[src/hw/rtl/hbcd_pkg.sv]
// Shared types and constants for the chunked HTTP body deframer.
package hbcd_pkg;

  // Default sizes, handed to the top level parameters.
  localparam int unsigned LengthBitsDef   = 40;
  localparam int unsigned MaxLineBytesDef = 128;

  // Fixed field widths.
  localparam int unsigned ByteW      = 8;
  localparam int unsigned LenRegW    = 41;
  localparam int unsigned LineW      = 8;
  localparam int unsigned CfgIdxW    = 2;
  localparam int unsigned QueueDepth = 2;

  // Configuration register indexes.
  localparam logic [CfgIdxW-1:0] CfgIdxMode   = 2'd0;
  localparam logic [CfgIdxW-1:0] CfgIdxLength = 2'd1;

  // Line control characters.
  localparam logic [ByteW-1:0] ChLf = 8'h0A;
  localparam logic [ByteW-1:0] ChCr = 8'h0D;

  typedef enum logic [1:0] {
    ModeNone    = 2'd0,
    ModeLength  = 2'd1,
    ModeClose   = 2'd2,
    ModeChunked = 2'd3
  } body_mode_e;

  typedef enum logic [2:0] {
    PhSize  = 3'd0,
    PhEnd   = 3'd1,
    PhData  = 3'd2,
    PhTrail = 3'd3,
    PhDone  = 3'd4
  } phase_e;

  // One classified input request, as it travels from the front to the engine.
  typedef struct packed {
    logic [ByteW-1:0] data;
    logic             closed;
    logic             is_lf;
    logic             is_cr;
    logic             is_hex;
    logic [3:0]       hex_val;
  } byte_class_t;

  // One result request, as it travels from the engine to the result queue.
  typedef struct packed {
    logic [ByteW-1:0] payload_byte;
    logic             payload_valid;
    logic             body_done;
    logic             status_code;
  } result_t;

endpackage

[src/hw/rtl/hbcd_fifo.sv]
// Small register-based first-in first-out queue.
module hbcd_fifo #(
  parameter int unsigned Width = 8,
  parameter int unsigned Depth = 2
) (
  input  logic             clk_i,
  input  logic             rst_ni,
  input  logic             wr_valid_i,
  input  logic [Width-1:0] wr_data_i,
  output logic             full_o,
  input  logic             rd_ready_i,
  output logic [Width-1:0] rd_data_o,
  output logic             empty_o
);

  localparam int unsigned PtrW = (Depth > 1) ? $clog2(Depth) : 1;
  localparam int unsigned CntW = $clog2(Depth + 1);
  localparam logic [PtrW-1:0] PtrLast = PtrW'(Depth - 1);
  localparam logic [CntW-1:0] CntFull = CntW'(Depth);

  logic [Width-1:0] mem_q [Depth];
  logic [PtrW-1:0]  wr_ptr_q, wr_ptr_d;
  logic [PtrW-1:0]  rd_ptr_q, rd_ptr_d;
  logic [CntW-1:0]  count_q, count_d;
  logic             wr_en, rd_en;

  assign full_o    = (count_q == CntFull);
  assign empty_o   = (count_q == '0);
  assign wr_en     = wr_valid_i && !full_o;
  assign rd_en     = rd_ready_i && !empty_o;
  assign rd_data_o = mem_q[rd_ptr_q];

  // Pointer and fill count update.
  always_comb begin
    wr_ptr_d = wr_ptr_q;
    rd_ptr_d = rd_ptr_q;
    count_d  = count_q;
    if (wr_en) begin
      wr_ptr_d = (wr_ptr_q == PtrLast) ? '0 : wr_ptr_q + 1'b1;
    end
    if (rd_en) begin
      rd_ptr_d = (rd_ptr_q == PtrLast) ? '0 : rd_ptr_q + 1'b1;
    end
    unique case ({wr_en, rd_en})
      2'b10:   count_d = count_q + 1'b1;
      2'b01:   count_d = count_q - 1'b1;
      default: count_d = count_q;
    endcase
  end

  always_ff @(posedge clk_i or negedge rst_ni) begin
    if (!rst_ni) begin
      wr_ptr_q <= '0;
      rd_ptr_q <= '0;
      count_q  <= '0;
    end else begin
      wr_ptr_q <= wr_ptr_d;
      rd_ptr_q <= rd_ptr_d;
      count_q  <= count_d;
    end
  end

  // Storage holds payload only, so it needs no reset.
  always_ff @(posedge clk_i) begin
    if (wr_en) begin
      mem_q[wr_ptr_q] <= wr_data_i;
    end
  end

endmodule

[src/hw/rtl/hbcd_front.sv]
// Front end: accepts raw bytes, classifies them and queues them for the engine.
module hbcd_front
  import hbcd_pkg::*;
(
  input  logic             clk_i,
  input  logic             rst_ni,
  input  logic             push,
  output logic             full,
  input  logic [ByteW-1:0] data_byte_i,
  input  logic             conn_closed_i,
  output logic             cls_valid_o,
  output byte_class_t      cls_o,
  input  logic             cls_ready_i
);

  localparam logic [ByteW-1:0] ChZero = 8'h30;
  localparam logic [ByteW-1:0] ChNine = 8'h39;
  localparam logic [ByteW-1:0] ChLowA = 8'h61;
  localparam logic [ByteW-1:0] ChLowF = 8'h66;
  localparam logic [ByteW-1:0] ChUpA  = 8'h41;
  localparam logic [ByteW-1:0] ChUpF  = 8'h46;

  byte_class_t cls;
  logic        queue_empty;

  // Decode line breaks and hex digits once, so the engine only selects.
  always_comb begin
    cls         = '0;
    cls.data    = data_byte_i;
    cls.closed  = conn_closed_i;
    cls.is_lf   = (data_byte_i == ChLf);
    cls.is_cr   = (data_byte_i == ChCr);
    priority if (data_byte_i >= ChZero && data_byte_i <= ChNine) begin
      cls.is_hex  = 1'b1;
      cls.hex_val = 4'(data_byte_i - ChZero);
    end else if (data_byte_i >= ChLowA && data_byte_i <= ChLowF) begin
      cls.is_hex  = 1'b1;
      cls.hex_val = 4'(data_byte_i - ChLowA) + 4'd10;
    end else if (data_byte_i >= ChUpA && data_byte_i <= ChUpF) begin
      cls.is_hex  = 1'b1;
      cls.hex_val = 4'(data_byte_i - ChUpA) + 4'd10;
    end else begin
      cls.is_hex  = 1'b0;
      cls.hex_val = 4'd0;
    end
  end

  // Queue between the front and the engine.
  hbcd_fifo #(
    .Width ($bits(byte_class_t)),
    .Depth (QueueDepth)
  ) u_queue (
    .clk_i      (clk_i),
    .rst_ni     (rst_ni),
    .wr_valid_i (push),
    .wr_data_i  (cls),
    .full_o     (full),
    .rd_ready_i (cls_ready_i),
    .rd_data_o  (cls_o),
    .empty_o    (queue_empty)
  );

  assign cls_valid_o = !queue_empty;

endmodule

[src/hw/rtl/hbcd_engine.sv]
// Back end: framing state machine that turns each classified byte into one result.
module hbcd_engine
  import hbcd_pkg::*;
#(
  parameter int unsigned LengthBits   = LengthBitsDef,
  parameter int unsigned MaxLineBytes = MaxLineBytesDef
) (
  input  logic               clk_i,
  input  logic               rst_ni,
  input  logic               cfg_valid_i,
  output logic               cfg_ready_o,
  input  logic [CfgIdxW-1:0] cfg_index_i,
  input  logic [LenRegW-1:0] cfg_data_i,
  input  logic               in_valid_i,
  input  byte_class_t        in_cls_i,
  output logic               in_ready_o,
  output logic               out_valid_o,
  output result_t            out_res_o,
  input  logic               out_full_i
);

  // The counter holds either a content length or a chunk size.
  localparam int unsigned CntW = (LengthBits > LenRegW - 1) ? LengthBits : LenRegW - 1;
  localparam logic [CntW-1:0]  SizeMax = CntW'((65'd1 << LengthBits) - 65'd1);
  localparam logic [CntW-1:0]  CntOne  = CntW'(1);
  localparam logic [LineW-1:0] LineMax = LineW'(MaxLineBytes);
  localparam logic [LineW-1:0] LineSat = '1;
  localparam logic [LineW-1:0] LineOne = LineW'(1);

  body_mode_e         mode_q, mode_d;
  logic [LenRegW-1:0] len_q, len_d;
  phase_e             phase_q, phase_d;
  logic [CntW-1:0]    cnt_q, cnt_d;
  logic               unlimited_q, unlimited_d;
  logic [LineW-1:0]   line_q, line_d;
  logic               stopped_q, stopped_d;
  logic               first_cr_q, first_cr_d;
  logic               finished_q, finished_d;

  logic               step;
  logic               restart;
  logic               length_mode;
  logic               trail_empty;
  logic               size_sat;
  logic               line_over;
  logic [LineW-1:0]   line_inc;

  assign cfg_ready_o = 1'b1;
  assign in_ready_o  = !out_full_i;
  assign step        = in_valid_i && !out_full_i;
  assign out_valid_o = step;

  assign restart     = cfg_valid_i &&
                       (cfg_index_i == CfgIdxMode || cfg_index_i == CfgIdxLength);
  assign length_mode = (mode_q == ModeLength) || (mode_q == ModeClose);
  assign trail_empty = (line_q == '0) || (line_q == LineOne && first_cr_q);
  assign size_sat    = (cnt_q[CntW-1:LengthBits-4] != '0);
  assign line_inc    = (line_q != LineSat) ? line_q + 1'b1 : line_q;
  assign line_over   = (phase_q != PhTrail) && (line_inc >= LineMax);

  // New register values take effect from the write, and restart the body.
  always_comb begin
    mode_d = mode_q;
    len_d  = len_q;
    if (cfg_valid_i && cfg_index_i == CfgIdxMode) begin
      mode_d = body_mode_e'(cfg_data_i[1:0]);
    end
    if (cfg_valid_i && cfg_index_i == CfgIdxLength) begin
      len_d = cfg_data_i;
    end
  end

  // Next state of the framing machine.
  always_comb begin
    phase_d     = phase_q;
    cnt_d       = cnt_q;
    unlimited_d = unlimited_q;
    line_d      = line_q;
    stopped_d   = stopped_q;
    first_cr_d  = first_cr_q;
    finished_d  = finished_q;
    if (restart) begin
      phase_d     = PhSize;
      unlimited_d = len_d[LenRegW-1];
      cnt_d       = (mode_d == ModeChunked || len_d[LenRegW-1]) ? '0 :
                    CntW'(len_d[LenRegW-2:0]);
      line_d      = '0;
      stopped_d   = 1'b0;
      first_cr_d  = 1'b0;
      finished_d  = (mode_d == ModeNone) ||
                    ((mode_d == ModeLength || mode_d == ModeClose) && len_d == '0);
    end else if (step) begin
      priority if (finished_q || in_cls_i.closed) begin
        finished_d = 1'b1;
      end else if (length_mode) begin
        if (!unlimited_q && cnt_q != '0) begin
          cnt_d = cnt_q - 1'b1;
          if (cnt_q == CntOne) begin
            finished_d = 1'b1;
          end
        end
      end else if (phase_q == PhData) begin
        cnt_d = cnt_q - 1'b1;
        if (cnt_q <= CntOne) begin
          cnt_d   = '0;
          phase_d = PhEnd;
        end
      end else if (in_cls_i.is_lf) begin
        unique case (phase_q)
          PhSize: begin
            phase_d = (cnt_q != '0) ? PhData : PhTrail;
          end
          PhEnd: begin
            phase_d   = PhSize;
            cnt_d     = '0;
            stopped_d = 1'b0;
          end
          PhTrail: begin
            if (trail_empty) begin
              phase_d    = PhDone;
              finished_d = 1'b1;
            end
          end
          default: begin
            phase_d = phase_q;
          end
        endcase
        line_d     = '0;
        first_cr_d = 1'b0;
      end else begin
        if (line_q == '0) begin
          first_cr_d = in_cls_i.is_cr;
        end
        // Hex size digits accumulate until the first other character.
        if (phase_q == PhSize && !stopped_q) begin
          if (!in_cls_i.is_hex) begin
            stopped_d = 1'b1;
          end else if (size_sat) begin
            cnt_d = SizeMax;
          end else begin
            cnt_d = {cnt_q[CntW-5:0], in_cls_i.hex_val};
          end
        end
        line_d = line_inc;
        if (line_over) begin
          finished_d = 1'b1;
        end
      end
    end
  end

  // Result for the byte at the head of the queue.
  always_comb begin
    out_res_o = '0;
    priority if (finished_q) begin
      out_res_o.body_done = 1'b1;
    end else if (in_cls_i.closed) begin
      out_res_o.body_done   = 1'b1;
      out_res_o.status_code = (mode_q == ModeLength) ||
                              (mode_q == ModeChunked &&
                               (phase_q == PhData || line_q != '0));
    end else if (length_mode) begin
      out_res_o.payload_byte  = in_cls_i.data;
      out_res_o.payload_valid = 1'b1;
      out_res_o.body_done     = !unlimited_q && cnt_q == CntOne;
    end else if (phase_q == PhData) begin
      out_res_o.payload_byte  = in_cls_i.data;
      out_res_o.payload_valid = 1'b1;
    end else if (in_cls_i.is_lf) begin
      out_res_o.body_done = (phase_q == PhTrail) && trail_empty;
    end else begin
      out_res_o.body_done   = line_over;
      out_res_o.status_code = line_over;
    end
  end

  always_ff @(posedge clk_i or negedge rst_ni) begin
    if (!rst_ni) begin
      mode_q      <= ModeNone;
      len_q       <= '1;
      phase_q     <= PhSize;
      cnt_q       <= '0;
      unlimited_q <= 1'b1;
      line_q      <= '0;
      stopped_q   <= 1'b0;
      first_cr_q  <= 1'b0;
      finished_q  <= 1'b1;
    end else begin
      mode_q      <= mode_d;
      len_q       <= len_d;
      phase_q     <= phase_d;
      cnt_q       <= cnt_d;
      unlimited_q <= unlimited_d;
      line_q      <= line_d;
      stopped_q   <= stopped_d;
      first_cr_q  <= first_cr_d;
      finished_q  <= finished_d;
    end
  end

endmodule

[src/hw/rtl/http_body_chunked_deframer.sv]
// Block top: HTTP body deframer with byte queue, framing engine and result queue.
//
// Takes one body byte (or a connection-closed marker) per request and returns
// exactly one result per request: the byte if it is payload, a done flag and an
// error status. Body framing follows body_mode (none, content length, until
// close, chunked). The block sustains one request per clock cycle while results
// are popped. A request waits in the input queue; the framing engine, a
// combinational state update that sets the rate, writes its result straight
// into the result queue at the next edge unless that queue is full; the result
// ports show the head of that queue. Both queues hold two entries, so short
// stalls are absorbed; a longer receiver stall fills both queues and holds off
// the sender. There is no clearing pass after reset. Configuration writes
// restart the body and must only be issued while no request is outstanding.
module http_body_chunked_deframer
  import hbcd_pkg::*;
#(
  parameter int unsigned LENGTH_BITS    = LengthBitsDef,
  parameter int unsigned MAX_LINE_BYTES = MaxLineBytesDef
) (
  input  logic               clk_i,
  input  logic               rst_ni,
  input  logic               push,
  output logic               full,
  input  logic [ByteW-1:0]   data_byte_i,
  input  logic               conn_closed_i,
  input  logic               cfg_valid_i,
  output logic               cfg_ready_o,
  input  logic [CfgIdxW-1:0] cfg_index_i,
  input  logic [LenRegW-1:0] cfg_data_i,
  input  logic               pop,
  output logic               empty,
  output logic [ByteW-1:0]   payload_byte_o,
  output logic               payload_valid_o,
  output logic               body_done_o,
  output logic               status_code_o
);

  byte_class_t cls;
  logic        cls_valid;
  logic        cls_ready;
  result_t     res;
  logic        res_valid;
  logic        res_full;
  result_t     head;

  // Front end with its queue.
  hbcd_front u_front (
    .clk_i         (clk_i),
    .rst_ni        (rst_ni),
    .push          (push),
    .full          (full),
    .data_byte_i   (data_byte_i),
    .conn_closed_i (conn_closed_i),
    .cls_valid_o   (cls_valid),
    .cls_o         (cls),
    .cls_ready_i   (cls_ready)
  );

  // Framing engine.
  hbcd_engine #(
    .LengthBits   (LENGTH_BITS),
    .MaxLineBytes (MAX_LINE_BYTES)
  ) u_engine (
    .clk_i       (clk_i),
    .rst_ni      (rst_ni),
    .cfg_valid_i (cfg_valid_i),
    .cfg_ready_o (cfg_ready_o),
    .cfg_index_i (cfg_index_i),
    .cfg_data_i  (cfg_data_i),
    .in_valid_i  (cls_valid),
    .in_cls_i    (cls),
    .in_ready_o  (cls_ready),
    .out_valid_o (res_valid),
    .out_res_o   (res),
    .out_full_i  (res_full)
  );

  // Result queue.
  hbcd_fifo #(
    .Width ($bits(result_t)),
    .Depth (QueueDepth)
  ) u_result_queue (
    .clk_i      (clk_i),
    .rst_ni     (rst_ni),
    .wr_valid_i (res_valid),
    .wr_data_i  (res),
    .full_o     (res_full),
    .rd_ready_i (pop),
    .rd_data_o  (head),
    .empty_o    (empty)
  );

  assign payload_byte_o  = head.payload_byte;
  assign payload_valid_o = head.payload_valid;
  assign body_done_o     = head.body_done;
  assign status_code_o   = head.status_code;

endmodule

[config.mk]
export PLATFORM = sky130hd
export DESIGN_NAME = http_body_chunked_deframer
export DESIGN_NICKNAME = d
export VERILOG_FILES = /design/src/hw/rtl/hbcd_pkg.sv /design/src/hw/rtl/hbcd_fifo.sv /design/src/hw/rtl/hbcd_front.sv /design/src/hw/rtl/hbcd_engine.sv /design/src/hw/rtl/http_body_chunked_deframer.sv
export SDC_FILE = /design/constraint.sdc
export NUM_CORES = 1
export LEC_CHECK = 0
export BUFFER_PORTS_ARGS = -buffer_cell sky130_fd_sc_hd__buf_2
export CORE_MARGIN = 2
export CORE_UTILIZATION = 45
export CTS_BUF_LIST = sky130_fd_sc_hd__clkbuf_4 sky130_fd_sc_hd__clkbuf_8
export DETAILED_ROUTE_END_ITERATION = 10
export PLACE_DENSITY = 0.65
export SYNTH_ARGS = -nofsm -noshare
export SYNTH_HDL_FRONTEND = slang
export SYNTH_SLANG_ARGS = --single-unit
[constraint.sdc]
create_clock -name clk_i -period 2.3 [get_ports clk_i]
set_clock_uncertainty 0.05 [all_clocks]
set_input_delay 0.115 -clock clk_i [delete_from_list [all_inputs] [get_ports clk_i]]
set_output_delay 0.115 -clock clk_i [all_outputs]
set_load 0.05 [all_outputs]
== Yosys cells after proc, flatten, opt, wreduce, memory -nomap -nowiden ==
Memory sizes are Yosys's and may differ from the RTL's.
Index checks and enable logic that the tools add are counted.

* Register bits after elaboration: 106
* Input port bits: 57
* Memories: 2
* Output and inout port bits: 14
* Memory bits (writable): 54

{| class="wikitable"
|+ Memories
! memory !! depth !! width !! rd ports !! clocked after memory_dff !! write ports !! RTL line !! source
|-
| u_front.u_queue.mem_q || 2 || 16 || 1 || 0 || 1 || hbcd_fifo.sv:21 || <nowiki>logic [Width-1:0] mem_q [Depth];</nowiki>
|-
| u_result_queue.mem_q || 2 || 11 || 1 || 0 || 1 || hbcd_fifo.sv:21 ||
|}

* Reduce and logical (&&, ||, !) cells: 59
* Add/sub/neg operators: 15
* Order comparisons: 8
* Equal/unequal tests: 36
* Muxes and demuxes: 83

{| class="wikitable"
|+ Operator list
! kind !! count
|-
| 2-to-1 mux 40 bit || 13
|-
| 2-to-1 mux 8 bit || 7
|-
| zero test 41 bit || 1
|-
| 2-to-1 mux 1 bit || 41
|-
| 2-to-1 mux 41 bit || 1
|-
| equality test 40 x 1 -> 1 bit (second input constant) || 1
|-
| less-or-equal comparator 40 x 1 -> 1 bit (second input constant) || 1
|-
| nonzero test 40 bit || 1
|-
| subtractor 40 x 1 -> 40 bit (second input constant) || 1
|-
| 2-to-1 mux 9 bit || 3
|-
| 2-to-1 mux 3 bit || 8
|-
| AND reduction 7 bit || 3
|-
| nonzero test 5 bit || 4
|-
| logical AND 1 bit || 18
|-
| equality test 2 bit (second input constant) || 8
|-
| equality test 8 x 4 -> 1 bit (second input constant) || 2
|-
| >= comparator 8 x 7 -> 1 bit (second input constant) || 2
|-
| less-or-equal comparator 8 x 7 -> 1 bit (second input constant) || 2
|-
| 2-to-1 mux 5 bit || 3
|-
| != test 5 x 1 -> 1 bit (second input constant) || 3
|-
| subtractor 4 x 1 -> 4 bit (second input constant) || 3
|-
| equality test 2 x 1 -> 1 bit (second input constant) || 5
|-
| 2-to-1 mux 10 bit || 1
|-
| logical OR 1 bit || 9
|-
| other kinds (32) || 60
|}

== Depth between registers and ports, before layout ==
Gate-level depths: netlist of run 1.

* Word-level depth: 11
* Depth in mapped cells: 13

== Cells and area by module ==
From an unflattened synthesis of run 1, not the netlist that was laid out.

* Cell total of the unflattened synthesis: 862
* Area total of the unflattened synthesis: 8,983.6 um2

{| class="wikitable"
|+ Modules (own cells, without submodules)
! module !! instances !! sequential area each (um2) !! area an instance (um2) !! cells each
|-
| hbcd_engine || 1 || 2,506.2 || 6,363.6 || 713
|-
| hbcd_fifo at u_front.u_queue || 1 || 1,061.0 || 1,402.6 || 68
|-
| hbcd_fifo at u_result_queue || 1 || 760.7 || 988.4 || 52
|-
| hbcd_front || 1 || 0.0 || 229.0 || 29
|}

== Worst setup path after synthesis of run 1 ==
OpenSTA, ideal clock, no wires.

* Path type: in2reg
* Start: in cfg_index_i[1]
* End: reg u_engine.cnt_q[5]
* Setup slack: -0.336 ns
* Library setup time: 0.082 ns
* Path buffers: 3
* Data arrival time: 2.503 ns
* Required time: 2.168 ns
* Stages on the path: 13
* Cells stage by stage: nand2b_1 > clkbuf_1 > clkbuf_1 > nor2_1 > mux2i_1 > inv_1 > ha_1 > or3_1 > clkinv_1 > clkbuf_1 > o2bb2ai_1 > a31oi_1 > o22ai_1

* Longest elaborated chain between the ends: 7

{| class="wikitable"
|+ RTL lines
! item !! RTL line !! source
|-
| start, declared || http_body_chunked_deframer.sv:28 || <nowiki>input logic [CfgIdxW-1:0] cfg_index_i,</nowiki>
|-
| zero test 2 bit || hbcd_engine.sv:65 || <nowiki>if (cfg_valid_i && cfg_index_i == CfgIdxMode) begin</nowiki>
|-
| logical AND 1 bit || hbcd_engine.sv:65 ||
|-
| 2-to-1 mux 2 bit || hbcd_engine.sv:65 ||
|-
| net u_engine.mode_d[0] || hbcd_engine.sv:30 || <nowiki>body_mode_e mode_q, mode_d;</nowiki>
|-
| equality test 2 bit || hbcd_engine.sv:85 || <nowiki>cnt_d = (mode_d == ModeChunked || len_d[LenRegW-1]) ? '0 :</nowiki>
|-
| logical OR 1 bit || hbcd_engine.sv:85 ||
|-
| 2-to-1 mux 40 bit || hbcd_engine.sv:85 ||
|-
| 2-to-1 mux 40 bit || hbcd_engine.sv:82 || <nowiki>if (restart) begin</nowiki>
|-
| end signal, assigned || hbcd_engine.sv:192 || <nowiki>cnt_q <= cnt_d;</nowiki>
|-
| end, declared || hbcd_engine.sv:33 || <nowiki>logic [CntW-1:0] cnt_q, cnt_d;</nowiki>
|}

The timed path passes the listed nets, and every way through them passes these cells.
A chain may end at the register's enable or synchronous reset.

== Worst setup path after layout of run 1 ==
* Start: reg u_engine.cnt_q[5]
* End: reg u_engine.cnt_q[3]

* Longest elaborated chain between the ends: 7

{| class="wikitable"
|+ RTL lines
! item !! RTL line !! source
|-
| less-or-equal comparator 40 x 1 -> 1 bit || hbcd_engine.sv:104 || <nowiki>if (cnt_q <= CntOne) begin</nowiki>
|-
| 2-to-1 mux 40 bit || hbcd_engine.sv:104 ||
|-
| 2-to-1 mux 40 bit || hbcd_engine.sv:102 || <nowiki>end else if (phase_q == PhData) begin</nowiki>
|-
| 2-to-1 mux 40 bit || hbcd_engine.sv:95 || <nowiki>end else if (length_mode) begin</nowiki>
|-
| 2-to-1 mux 40 bit || hbcd_engine.sv:93 || <nowiki>priority if (finished_q || in_cls_i.closed) begin</nowiki>
|-
| 2-to-1 mux 40 bit || hbcd_engine.sv:92 || <nowiki>end else if (step) begin</nowiki>
|-
| 2-to-1 mux 40 bit || hbcd_engine.sv:82 ||
|}

Several ways; a longest one is shown, not always the timed one. The select of a mux whose other input is x is not followed.

==> results by group, run 1 <==
Outcome
  • Status: finished with violations
  • Failing checks: negative setup slack

Synth
  • Yosys reg bits: 160
  • Synth top area cells: edfxtp_1 18%, dfrtp_1 18%, dfstp_2 13%
  • Synth top area share: 0.184
  • Syn avg cell area: 10.0 um2
  • Post-synth top flop: dfrtp_1
  • Sequential area share after synthesis: 0.491
  • Post-Syn Area: 0.00882 mm2
  • Biggest area consumer among synthesized cells: edfxtp_1
  • Total number of yosys warnings: 0
  • Number of flops mapped to enable cells by yosys: 54
  • Synth unique cells: 66
  • Syn_nets: 951
  • Post-synthesis async set-or-reset flop share: 0.663
  • Most common cell in the netlist: nor2_1
  • Most instantiated cells after synthesis: 81 x nor2_1, 72 x inv_1, 63 x dfrtp_1
  • Syn Inst Count: 878

Clock tree
  • CTS tree: built
  • Sinks on Clock Net: between 150 and 200
  • H-tree depth: 4
  • Total clock buffers created by CTS: 17
  • Worst skew pair latency: 480 ps
  • Max clock buf depth: 2
  • CTS root buf: clkbuf_8
  • Clock slew at reported path FFs: 100 ps

Timing
  • Worst Max-Slew Pin Slew: 616 ps
  • Setup TNS: -4860 ps
  • Pins Over Slew Limit: 0
  • Period utilization: 1.07
  • Final setup viols: 44
  • Setup repair after global routing missed its margin: true
  • Min Clock Period, post-route: approximately 2500 ps
  • Max frequency: 406 MHz
  • Hold Vio Cnt, Final: 0
  • Slew headroom: 0.590
  • Post-route setup slack: -161 ps

Global routing
  • Total GRT Usage: 0.262
  • Initial antenna violation count: 0
  • Overflow after GRT: 0
  • Pin count of the biggest net entering global routing: 51
  • Number of global-route vias before repair: about 7,900
  • First-pass GRT wire length: 41.4 mm

Floorplan
  • Top Ports: roughly 70
  • Row count: 51
  • Starting Density: 0.456
  • Die W: approximately 140 um
  • Die area: 0.0207 mm2
  • Core area: between 0.015 and 0.02 mm2
  • Die span in y: about 140 um

Critical path
  • CP cell instances: nor4_4, nand3_1, or3_4, buf_4, o31a_4, a211oi_4, o32ai_4
  • Crit path from: u_engine.cnt_q[5]
  • CP Data Required Time: around 2600 ps
  • CP Max Fanout: 10
  • Crit. End Element: flop
  • CP Launch Type: flop
  • Largest stage delay, worst path: between 400 and 500 ps
  • Critical Path AT: about 2800 ps
  • Reg-to-reg startpoint: u_engine.cnt_q[5]
  • Crit-path slowest cell: or3_4
  • Setup CP Type: flop to flop

Route
  • DRC viols: 0
  • Antenna viol nets, final: 0
  • 1st-pass router iterations: 8
  • Iter 0 DRT Violations: ~950
  • Final wirelength: 27.5 mm
  • WL per Instance: 19.6 um
  • Via count: slightly above 8,000
  • Routed vias/inst: 5.85

Pwr
  • Leak: 0.00515 uW
  • Max IR drop VDD: about 0.76 mV
  • Power Dens Cells: 1180 mW/mm2
  • Design Power: around 14,000 uW

Worst hold path
  • Hold WC Path Type: primary input to flop
  • Hold_sp: cfg_index_i[0]

Layout
  • Final core occ: 0.615
  • Nets: 1,195
  • Area growth from synthesis to final layout: 34.9%
  • Layout cells sized above 1: 0.337
  • Antenna diode count: 0

Placed design
  • GPL Wtd Cong: about 0.93
  • Post-DP HPWL: roughly 18 mm
  • I/O Buffers: 69
  • Pre-CTS WS: -228 ps

Run
  • Max-cap viol count: 0
## cell usage in the layout (no fill, tap or decap), types with 31 or more instances in the layout
| cell type | count |
|---|---|
| buf_4 | 131 |
| nor2_1 | 80 |
| inv_1 | 71 |
| buf_2 | 68 |
| dfrtp_1 | 63 |
| nand2_1 | 54 |
| dlygate4sd3_1 | 54 |
| edfxtp_1 | 54 |
| o22ai_1 | 43 |
| dfstp_2 | 43 |
| mux2_2 | 41 |
| mux2i_1 | 33 |
| a22oi_1 | 33 |
| a21oi_1 | 31 |
## critical path: cells and delay by family, from the launching register on
family / cells / cell delay (ps)
DFF: 1 / 420
buffers and inverters: 1 / 160
AOI/OAI and AO/OA: 3 / 750
and+or+nand+nor: 3 / 960
## worst paths after layout
| path | endpoint | slack [ps] | depth (start not counted) |
|---|---|---|---|
| worst max-delay path | u_engine.cnt_q[3] | -160 | 7 |
| worst min-delay path | u_engine.mode_q[1] | 20 | 4 |
| worst max register to register | u_engine.cnt_q[3] | -160 | 7 |
| worst min register to register | u_engine.first_cr_q | 440 | 2 |
| max in group asynchronous | u_engine.len_q[20] | 1350 | 3 |
| min in group asynchronous | u_result_queue.count_q[1] | 110 | 2 |
## power breakdown
part | switching [uW] | internal (uW)
Clock | 1350 | 863
Combinational | 4170 | 2990
Sequential | 564 | 4040
## area by class of cell
cell class	instances	area, um2
tap	265	332
clock buffer	17	234
clock inverter	15	191
sequential	160	4330
inverter	73	275
multi-input combinational	598	4300
fill	1557	7440
timing repair buffer	272	2240
## timing repair
item / CTS / global route
cloned: 4 / 3
hold buffers: 54 / 0
endpoints found under the hold margin: 100 / 0
setup buffers: 5 / 5
endpoints found under the setup margin: 44 / 45
pin swaps: 6 / 24
resized for setup: 13 / 28
## kinds of logic (layout without fill, tap and decap cells)
group	Yosys count	in the layout	synth area share
simple gates	277	277	0.158
compound gates	212	214	0.167
flops	160	160	0.491
buf+inv	122	377	0.0549
mux	75	75	0.0915
fa+ha+maj	16	16	0.0227
xor+xnor	15	15	0.0149
other cells	1	1	0.000425
## registers in the layout (all words and copies together), names as in the netlist
signal / cells
u_engine.len_q: 41
u_engine.cnt_q: 40
u_front.u_queue.mem_q: 32
u_result_queue.mem_q: 22
u_engine.line_q: 8
u_engine.phase_q: 3
u_engine.mode_q: 2
u_front.u_queue.count_q: 2
u_result_queue.count_q: 2
u_engine.finished_q: 1
u_engine.first_cr_q: 1
u_engine.stopped_q: 1
u_engine.unlimited_q: 1
u_front.u_queue.rd_ptr_q: 1
u_front.u_queue.wr_ptr_q: 1
u_result_queue.rd_ptr_q: 1
u_result_queue.wr_ptr_q: 1
## layer usage
layer  wire [um]  up-vias  GRT usage
met4         728        0     0.0898
met3        1990       61     0.0517
met2       12900      342      0.416
met1       11800     4026      0.359
li1            -     3759          -
met5           0        -          0
## stage by stage
stage | hold slack, ps | std cells | cell area, um2
after floorplan | -231 | 878 | 8940
after global placement | 85.9 | 1297 | 10500
after detailed placement | 90.7 | 1297 | 10500
after CTS | 17.3 | 1392 | 11600
after global routing | 58.1 | 1400 | 11900
final | 20.7 | 1400 | 11900
Power figures use the tool's default switching activity.
==> run 2, diff against run 1 <==
--- a/config.mk
+++ b/config.mk
@@ -6,11 +6,13 @@
 export NUM_CORES = 1
 export LEC_CHECK = 0
 export BUFFER_PORTS_ARGS = -buffer_cell sky130_fd_sc_hd__buf_2
+export CELL_PAD_IN_SITES_DETAIL_PLACEMENT = 0
+export CELL_PAD_IN_SITES_GLOBAL_PLACEMENT = 2
 export CORE_MARGIN = 2
-export CORE_UTILIZATION = 45
+export CORE_UTILIZATION = 37
 export CTS_BUF_LIST = sky130_fd_sc_hd__clkbuf_4 sky130_fd_sc_hd__clkbuf_8
 export DETAILED_ROUTE_END_ITERATION = 10
-export PLACE_DENSITY = 0.65
+export PLACE_DENSITY_LB_ADDON = 0.1
 export SYNTH_ARGS = -nofsm -noshare
 export SYNTH_HDL_FRONTEND = slang
 export SYNTH_SLANG_ARGS = --single-unit
==> run 2 against run 1 <==
- the run still ends with negative setup slack left
- first-iteration DRC count decreased by 48%
- via count fell by 3.6%
- design area up 2.0%
- combinational power is 3% higher
- register-to-register slack worse by 40 ps
- flip-flop and latch count did not move
- die area up 21%
- total power increased by 1.8%
- sequential share of layout area shrank 0.73 points
- clock power grew 4%
- sequential power about the same
- highest routed layer unchanged
- global-route usage shrank 3.4 points
- critical path type unchanged
==> results by group, run 2 (synthesis results as in run 1) <==
Route
  • Antenna viol nets, final: 0 (unchanged)
  • 1st-pass router iterations: 7 (was 8)
  • WL per Instance: 19.7 um (was 19.6 um)
  • Via count: 7,895 (was 8,188)
  • Routed vias/inst: 5.41 (was 5.85)
  • Final wirelength: 28.7 mm (was 27.5 mm)
  • Iter 0 DRT Violations: 488 (was 947)
  • DRC viols: 0 (unchanged)

Pwr
  • Seq pwr share: 0.324 (was 0.329)
  • Leak: 0.00520 uW (was 0.00515 uW)
  • Part of the power in the clock network: 0.161 (was 0.158)
  • Switch share: 0.430 (was 0.435)
  • Psw: 6130 uW (was 6090 uW)
  • Design Power: 14,200 uW (was 14,000 uW)
  • Cell-internal power: 8110 uW (was 7900 uW)
  • Combinational fraction of design power: 0.516 (was 0.512)
  • Max IR drop VDD: 0.482 mV (was 0.757 mV)
  • Power Dens Cells: 1170 mW/mm2 (was 1180 mW/mm2)

Layout
  • Nets: 1,200 (was 1,195)
  • Largest Register: u_engine.len_q (unchanged)
  • Most frequent cells in the layout: 131 x buf_4, 80 x nor2_1, 72 x inv_1 (was 131 x buf_4, 80 x nor2_1, 71 x inv_1)
  • Area growth from synthesis to final layout: 37.7% (was 34.9%)
  • Biggest regs: u_engine.len_q (41), u_engine.cnt_q (40), u_front.u_queue.mem_q (32) (unchanged)
  • Fin cells: 1,459 (was 1,400)
  • Post-route cell area: 0.0121 mm2 (was 0.0119 mm2)
  • Antenna diode count: 0 (unchanged)
  • Most common cell after layout, fill and taps aside: buf_4 (unchanged)
  • Final core occ: 0.519 (was 0.615)
  • Max reg flops: 41 (unchanged)
  • Layout cells sized above 1: 0.359 (was 0.337)

Clock tree
  • Sinks on Clock Net: 160 (unchanged)
  • H-tree depth: 4 (unchanged)
  • Clock slew at reported path FFs: 110 ps (was 100 ps)
  • Max clock buf depth: 2 (unchanged)
  • Worst skew pair latency: 480 ps (about the same)
  • CTS tree: built (unchanged)
  • Total clock buffers created by CTS: 17 (unchanged)
  • CTS root buf: clkbuf_8 (unchanged)

Floorplan
  • Starting Density: 0.377 (was 0.456)
  • Row count: 56 (was 51)
  • Die span in y: 158 um (was 144 um)
  • Die W: 158 um (was 144 um)
  • Die area: 0.0251 mm2 (was 0.0207 mm2)
  • Core area: 0.0234 mm2 (was 0.0193 mm2)
  • Top Ports: 71 (unchanged)

Timing
  • Worst Max-Slew Pin Slew: 764 ps (was 616 ps)
  • Hold Vio Cnt, Final: 0 (unchanged)
  • Max frequency: 400 MHz (was 406 MHz)
  • Pins Over Slew Limit: 0 (unchanged)
  • Post-route setup slack: -202 ps (was -161 ps)
  • Period utilization: 1.09 (was 1.07)
  • Setup repair after global routing missed its margin: true (unchanged)
  • Slew headroom: 0.490 (was 0.590)
  • Final setup viols: 41 (was 44)
  • Min Clock Period, post-route: 2500 ps (was 2460 ps)

Outcome
  • Status: finished with violations (unchanged)
  • Failing checks: negative setup slack (unchanged)

Worst hold path
  • Hold WC Path Type: primary input to flop (unchanged)
  • Hold_sp: cfg_index_i[1] (was cfg_index_i[0])

Placed design
  • GPL Wtd Cong: 0.869 (was 0.926)
  • Placement Cell Area: 0.0106 mm2 (was 0.0105 mm2)
  • I/O Buffers: 69 (unchanged)
  • Placed insts: 1,354 (was 1,297)
  • Post-DP HPWL: 20.5 mm (was 18.3 mm)

Critical path
  • Largest stage delay, worst path: 450 ps (about the same)
  • CP Data Required Time: 2640 ps (was 2600 ps)
  • Reg-to-reg startpoint: u_front.u_queue.rd_ptr_q (was u_engine.cnt_q[5])
  • CP cell instances: mux2_4, a2111o_1, a31oi_4, o311ai_4, buf_6, buf_6, buf_8, buf_12, buf_6, o31ai_2 (was nor4_4, nand3_1, or3_4, buf_4, o31a_4, a211oi_4, o32ai_4)
  • Crit path from: u_front.u_queue.rd_ptr_q (was u_engine.cnt_q[5])
  • Crit. End Element: flop (unchanged)
  • Most frequent CP cell: buf_6
  • Crit-path slowest cell: a2111o_1 (was or3_4)
  • CP Launch Type: flop (unchanged)
  • Setup slack, reg-to-reg: -200 ps (was -160 ps)
  • Critical Path AT: 2840 ps (was 2760 ps)
  • Setup CP Type: flop to flop (unchanged)
  • CP Max Fanout: 7 (was 10)

Global routing
  • Pin count of the biggest net entering global routing: 56 (was 51)
  • Total GRT Usage: 0.227 (was 0.262)
  • First-pass GRT wire length: 43.0 mm (was 41.4 mm)
  • Number of global-route vias before repair: 7,843 (was 7,909)
  • Initial antenna violation count: 0 (unchanged)
  • Overflow after GRT: 0 (unchanged)

Run
  • Max-cap viol count: 0 (unchanged)
-- run 2: worst paths after layout --
path,to,cells past startpoint
min,u_engine.len_q[1],4
max,u_engine.cnt_q[0],10
min in group asynchronous,u_engine.finished_q,2
min reg2reg,u_result_queue.wr_ptr_q,1
max reg2reg,u_engine.cnt_q[0],10
max in group asynchronous,u_engine.cnt_q[1],3
-- run 2: critical path: cells and delay by family (launching register included) --
kind            cells  cell delay, ps
mux                 1             310
flops               1             410
buf+inv             5             630
compound gates      4            1000
-- run 2: what timing repair did --
action,CTS,global route
cloned,0,5
hold endpoints to repair,132,0
setup buffers,3,10
pin swaps,11,16
endpoints found under the setup margin,44,46
hold buffers,55,0
resized for setup,25,43
-- run 2: power groups by stage --
stage                     combinational [uW]  clock [uW]  sequential [uW]
after floorplan                         4090           0             4540
after global placement                  6610           0             4590
after detailed placement                6680           0             4630
after CTS                               6910        2340             4590
after global routing                    7970        2450             4710
final                                   7340        2290             4610
-- run 2: through the flow --
| stage | TNS, ps | hold slack (ps) | setup slack (ps) |
|---|---|---|---|
| final | -4210 | 22.6 | -202 |
| after global routing | -8660 | 23.3 | -258 |
| after CTS | -3560 | 7.54 | -140 |
| after detailed placement | -3660 | -63.0 | -162 |
| after global placement | -2730 | -64.3 | -154 |
| after floorplan | -1090 | -231 | -77.8 |
-- run 2: metal layers --
metal  vias up  global-route usage  share of wire
met2       209               0.372           0.47
met4         0              0.0631          0.022
met5         -                   0              0
li1       3777                   -              -
met1      3862               0.316           0.46
met3        47              0.0316          0.045
-- run 2: area by class of cell --
cell class              count  area, um2
clock inverters            15        205
clock buffers              17        234
fillers                  2169      11300
inverters                  73        275
flip-flops and latches    160       4330
well taps                 319        399
repair buffers            279       2300
multi-input cells         596       4400
==> run 3, diff against run 2 <==
--- a/config.mk
+++ b/config.mk
@@ -13,6 +13,7 @@
 export CTS_BUF_LIST = sky130_fd_sc_hd__clkbuf_4 sky130_fd_sc_hd__clkbuf_8
 export DETAILED_ROUTE_END_ITERATION = 10
 export PLACE_DENSITY_LB_ADDON = 0.1
+export SKIP_LAST_GASP = 1
 export SYNTH_ARGS = -nofsm -noshare
 export SYNTH_HDL_FRONTEND = slang
 export SYNTH_SLANG_ARGS = --single-unit
==> run 3 against run 2 <==
- clock power hardly changed
- global-route usage stayed put
- critical endpoint unchanged
- the run still ends with negative setup slack left
- cell count stayed put
- highest routed layer unchanged
==> results by group, run 3 (synthesis results as in run 1) <==
Floorplan
  • Die span in y: 158 um (unchanged)
  • Row count: 56 (unchanged)
  • Die area: 0.0251 mm2 (unchanged)
  • Top Ports: 71 (unchanged)
  • Core area: 0.0234 mm2 (unchanged)
  • Starting Density: 0.377 (unchanged)
  • Die W: 158 um (unchanged)

Timing
  • Worst Max-Slew Pin Slew: 727 ps (was 764 ps)
  • Pins Over Slew Limit: 0 (unchanged)
  • Period utilization: 1.07 (was 1.09)
  • Final setup viols: 41 (unchanged)
  • Hold Vio Cnt, Final: 0 (unchanged)
  • Slew headroom: 0.516 (was 0.490)
  • Setup repair after global routing missed its margin: true (unchanged)
  • Post-route setup slack: -170 ps (was -202 ps)
  • Hold WS: 13.3 ps (was 22.6 ps)
  • Max frequency: 405 MHz (was 400 MHz)
  • Min Clock Period, post-route: 2470 ps (was 2500 ps)

Outcome
  • Failing checks: negative setup slack (unchanged)
  • Status: finished with violations (unchanged)

Route
  • Routed vias/inst: 5.42 (was 5.41)
  • Final wirelength: 28.7 mm (about the same)
  • DRC viols: 0 (unchanged)
  • 1st-pass router iterations: 5 (was 7)
  • Iter 0 DRT Violations: 557 (was 488)
  • WL per Instance: 19.7 um (about the same)
  • Via count: 7,908 (was 7,895)
  • Antenna viol nets, final: 0 (unchanged)

Global routing
  • Pin count of the biggest net entering global routing: 56 (unchanged)
  • Initial antenna violation count: 0 (unchanged)
  • Overflow after GRT: 0 (unchanged)
  • First-pass GRT wire length: 43.0 mm (about the same)
  • Number of global-route vias before repair: 7,845 (was 7,843)
  • Total GRT Usage: 0.227 (unchanged)

Clock tree
  • Sinks on Clock Net: 160 (unchanged)
  • Total clock buffers created by CTS: 17 (unchanged)
  • Max clock buf depth: 2 (unchanged)
  • Clock slew at reported path FFs: 110 ps (about the same)
  • CTS root buf: clkbuf_8 (unchanged)
  • Worst skew pair latency: 480 ps (about the same)
  • CTS tree: built (unchanged)
  • H-tree depth: 4 (unchanged)

Critical path
  • Largest stage delay, worst path: 440 ps (was 450 ps)
  • Crit-path slowest cell: a2111o_1 (unchanged)
  • CP Data Required Time: 2640 ps (about the same)
  • Setup CP Type: flop to flop (unchanged)
  • Critical Path AT: 2810 ps (was 2840 ps)
  • CP cell instances: mux2_4, a2111o_1, a31oi_4, o311ai_4, buf_6, buf_6, buf_8, buf_12, buf_6, o31ai_2 (unchanged)
  • Crit. End Element: flop (unchanged)
  • CP Max Fanout: 7 (unchanged)
  • Most frequent CP cell: buf_6 (unchanged)
  • CP Launch Type: flop (unchanged)

Pwr
  • Leak: 0.00519 uW (was 0.00520 uW)
  • Power Dens Cells: 1180 mW/mm2 (was 1170 mW/mm2)
  • Design Power: 14,200 uW (about the same)
  • Max IR drop VDD: 0.486 mV (was 0.482 mV)

Placed design
  • Placement Cell Area: 0.0106 mm2 (unchanged)
  • I/O Buffers: 69 (unchanged)
  • GPL Wtd Cong: 0.869 (unchanged)
  • Post-DP HPWL: 20.5 mm (unchanged)

Layout
  • Most common cell after layout, fill and taps aside: buf_4 (unchanged)
  • Post-route cell area: 0.0121 mm2 (about the same)
  • Layout cells sized above 1: 0.350 (was 0.359)
  • Area growth from synthesis to final layout: 37.1% (was 37.7%)
  • Max reg flops: 41 (unchanged)
  • Antenna diode count: 0 (unchanged)
  • Largest Register: u_engine.len_q (unchanged)
  • Most frequent cells in the layout: 131 x buf_4, 80 x nor2_1, 72 x inv_1 (unchanged)
  • Final core occ: 0.517 (was 0.519)
  • Biggest regs: u_engine.len_q (41), u_engine.cnt_q (40), u_front.u_queue.mem_q (32) (unchanged)
  • Nets: 1,200 (unchanged)
  • Fillcell total: 2,173 (was 2,169)

Run
  • Max-cap viol count: 0 (unchanged)

Worst hold path
  • Hold WC Path Type: primary input to flop (unchanged)
==> run 3: cell counts in the layout (fill, tap and decap cells not counted) <==
Identical to the previous run, type by type.
==> run 3: per-stage QoR <==
stage,setup slack (ps),std cells,setup TNS [ps]
detailed placement,-162,1354,-3660
CTS,-140,1444,-3570
finish,-170,1459,-4330
global route,-251,1459,-8760
global placement,-154,1354,-2730
floorplan,-77.8,878,-1090
==> run 3: per-layer routing <==
metal | global-route usage | vias up | part of all wire
met3 | 0.0316 | 43 | 0.047
met4 | 0.0631 | 0 | 0.021
met1 | 0.316 | 3872 | 0.46
met5 | 0 | - | 0
li1 | - | 3778 | -
met2 | 0.372 | 215 | 0.47
==> run 3: layout make-up <==
type                    count  area, um2  area share
multi-input cells         596       4340       0.359
flip-flops and latches    160       4330       0.358
repair buffers            279       2300       0.190
well taps                 319        399      0.0330
inverters                  73        275      0.0228
clock buffers              17        234      0.0194
clock inverters            15        205      0.0170
==> run 3: path summary, 6_finish.rpt <==
path	start	endpoint	slack (ps)	cells after the start
max reg2reg	u_front.u_queue.rd_ptr_q	u_engine.cnt_q[0]	-170	10
max in group asynchronous	rst_ni	u_engine.cnt_q[1]	1100	3
max	u_front.u_queue.rd_ptr_q	u_engine.cnt_q[0]	-170	10
min in group asynchronous	rst_ni	u_engine.finished_q	120	2
min reg2reg	u_result_queue.wr_ptr_q	u_result_queue.wr_ptr_q	450	1
min	cfg_index_i[1]	u_engine.len_q[1]	10	4
==> run 3: report_power, final <==
part	total (uW)	switching, uW	leakage, uW	internal (uW)
registers	4610	565	0.00177	4040
logic	7310	4210	0.00320	3100
clock network	2290	1340	0.000220	952
total	14200	6110	0.00519	8090
==> run 3: repair_timing <==
action	in CTS	in global routing
hold buffers	55	0
buffers inserted	3	10
gates cloned	0	5
pin swaps	10	16
resized for setup	24	34
endpoints found under the setup margin	44	46
hold endpoints to repair	132	0
==> run 3: worst max-delay path: cells and delay by family, from the launching register on <==
family,cells,cell delay [ps]
AOI/OAI and AO/OA,4,980
buffers and inverters,5,620
DFF,1,410
muxes,1,310
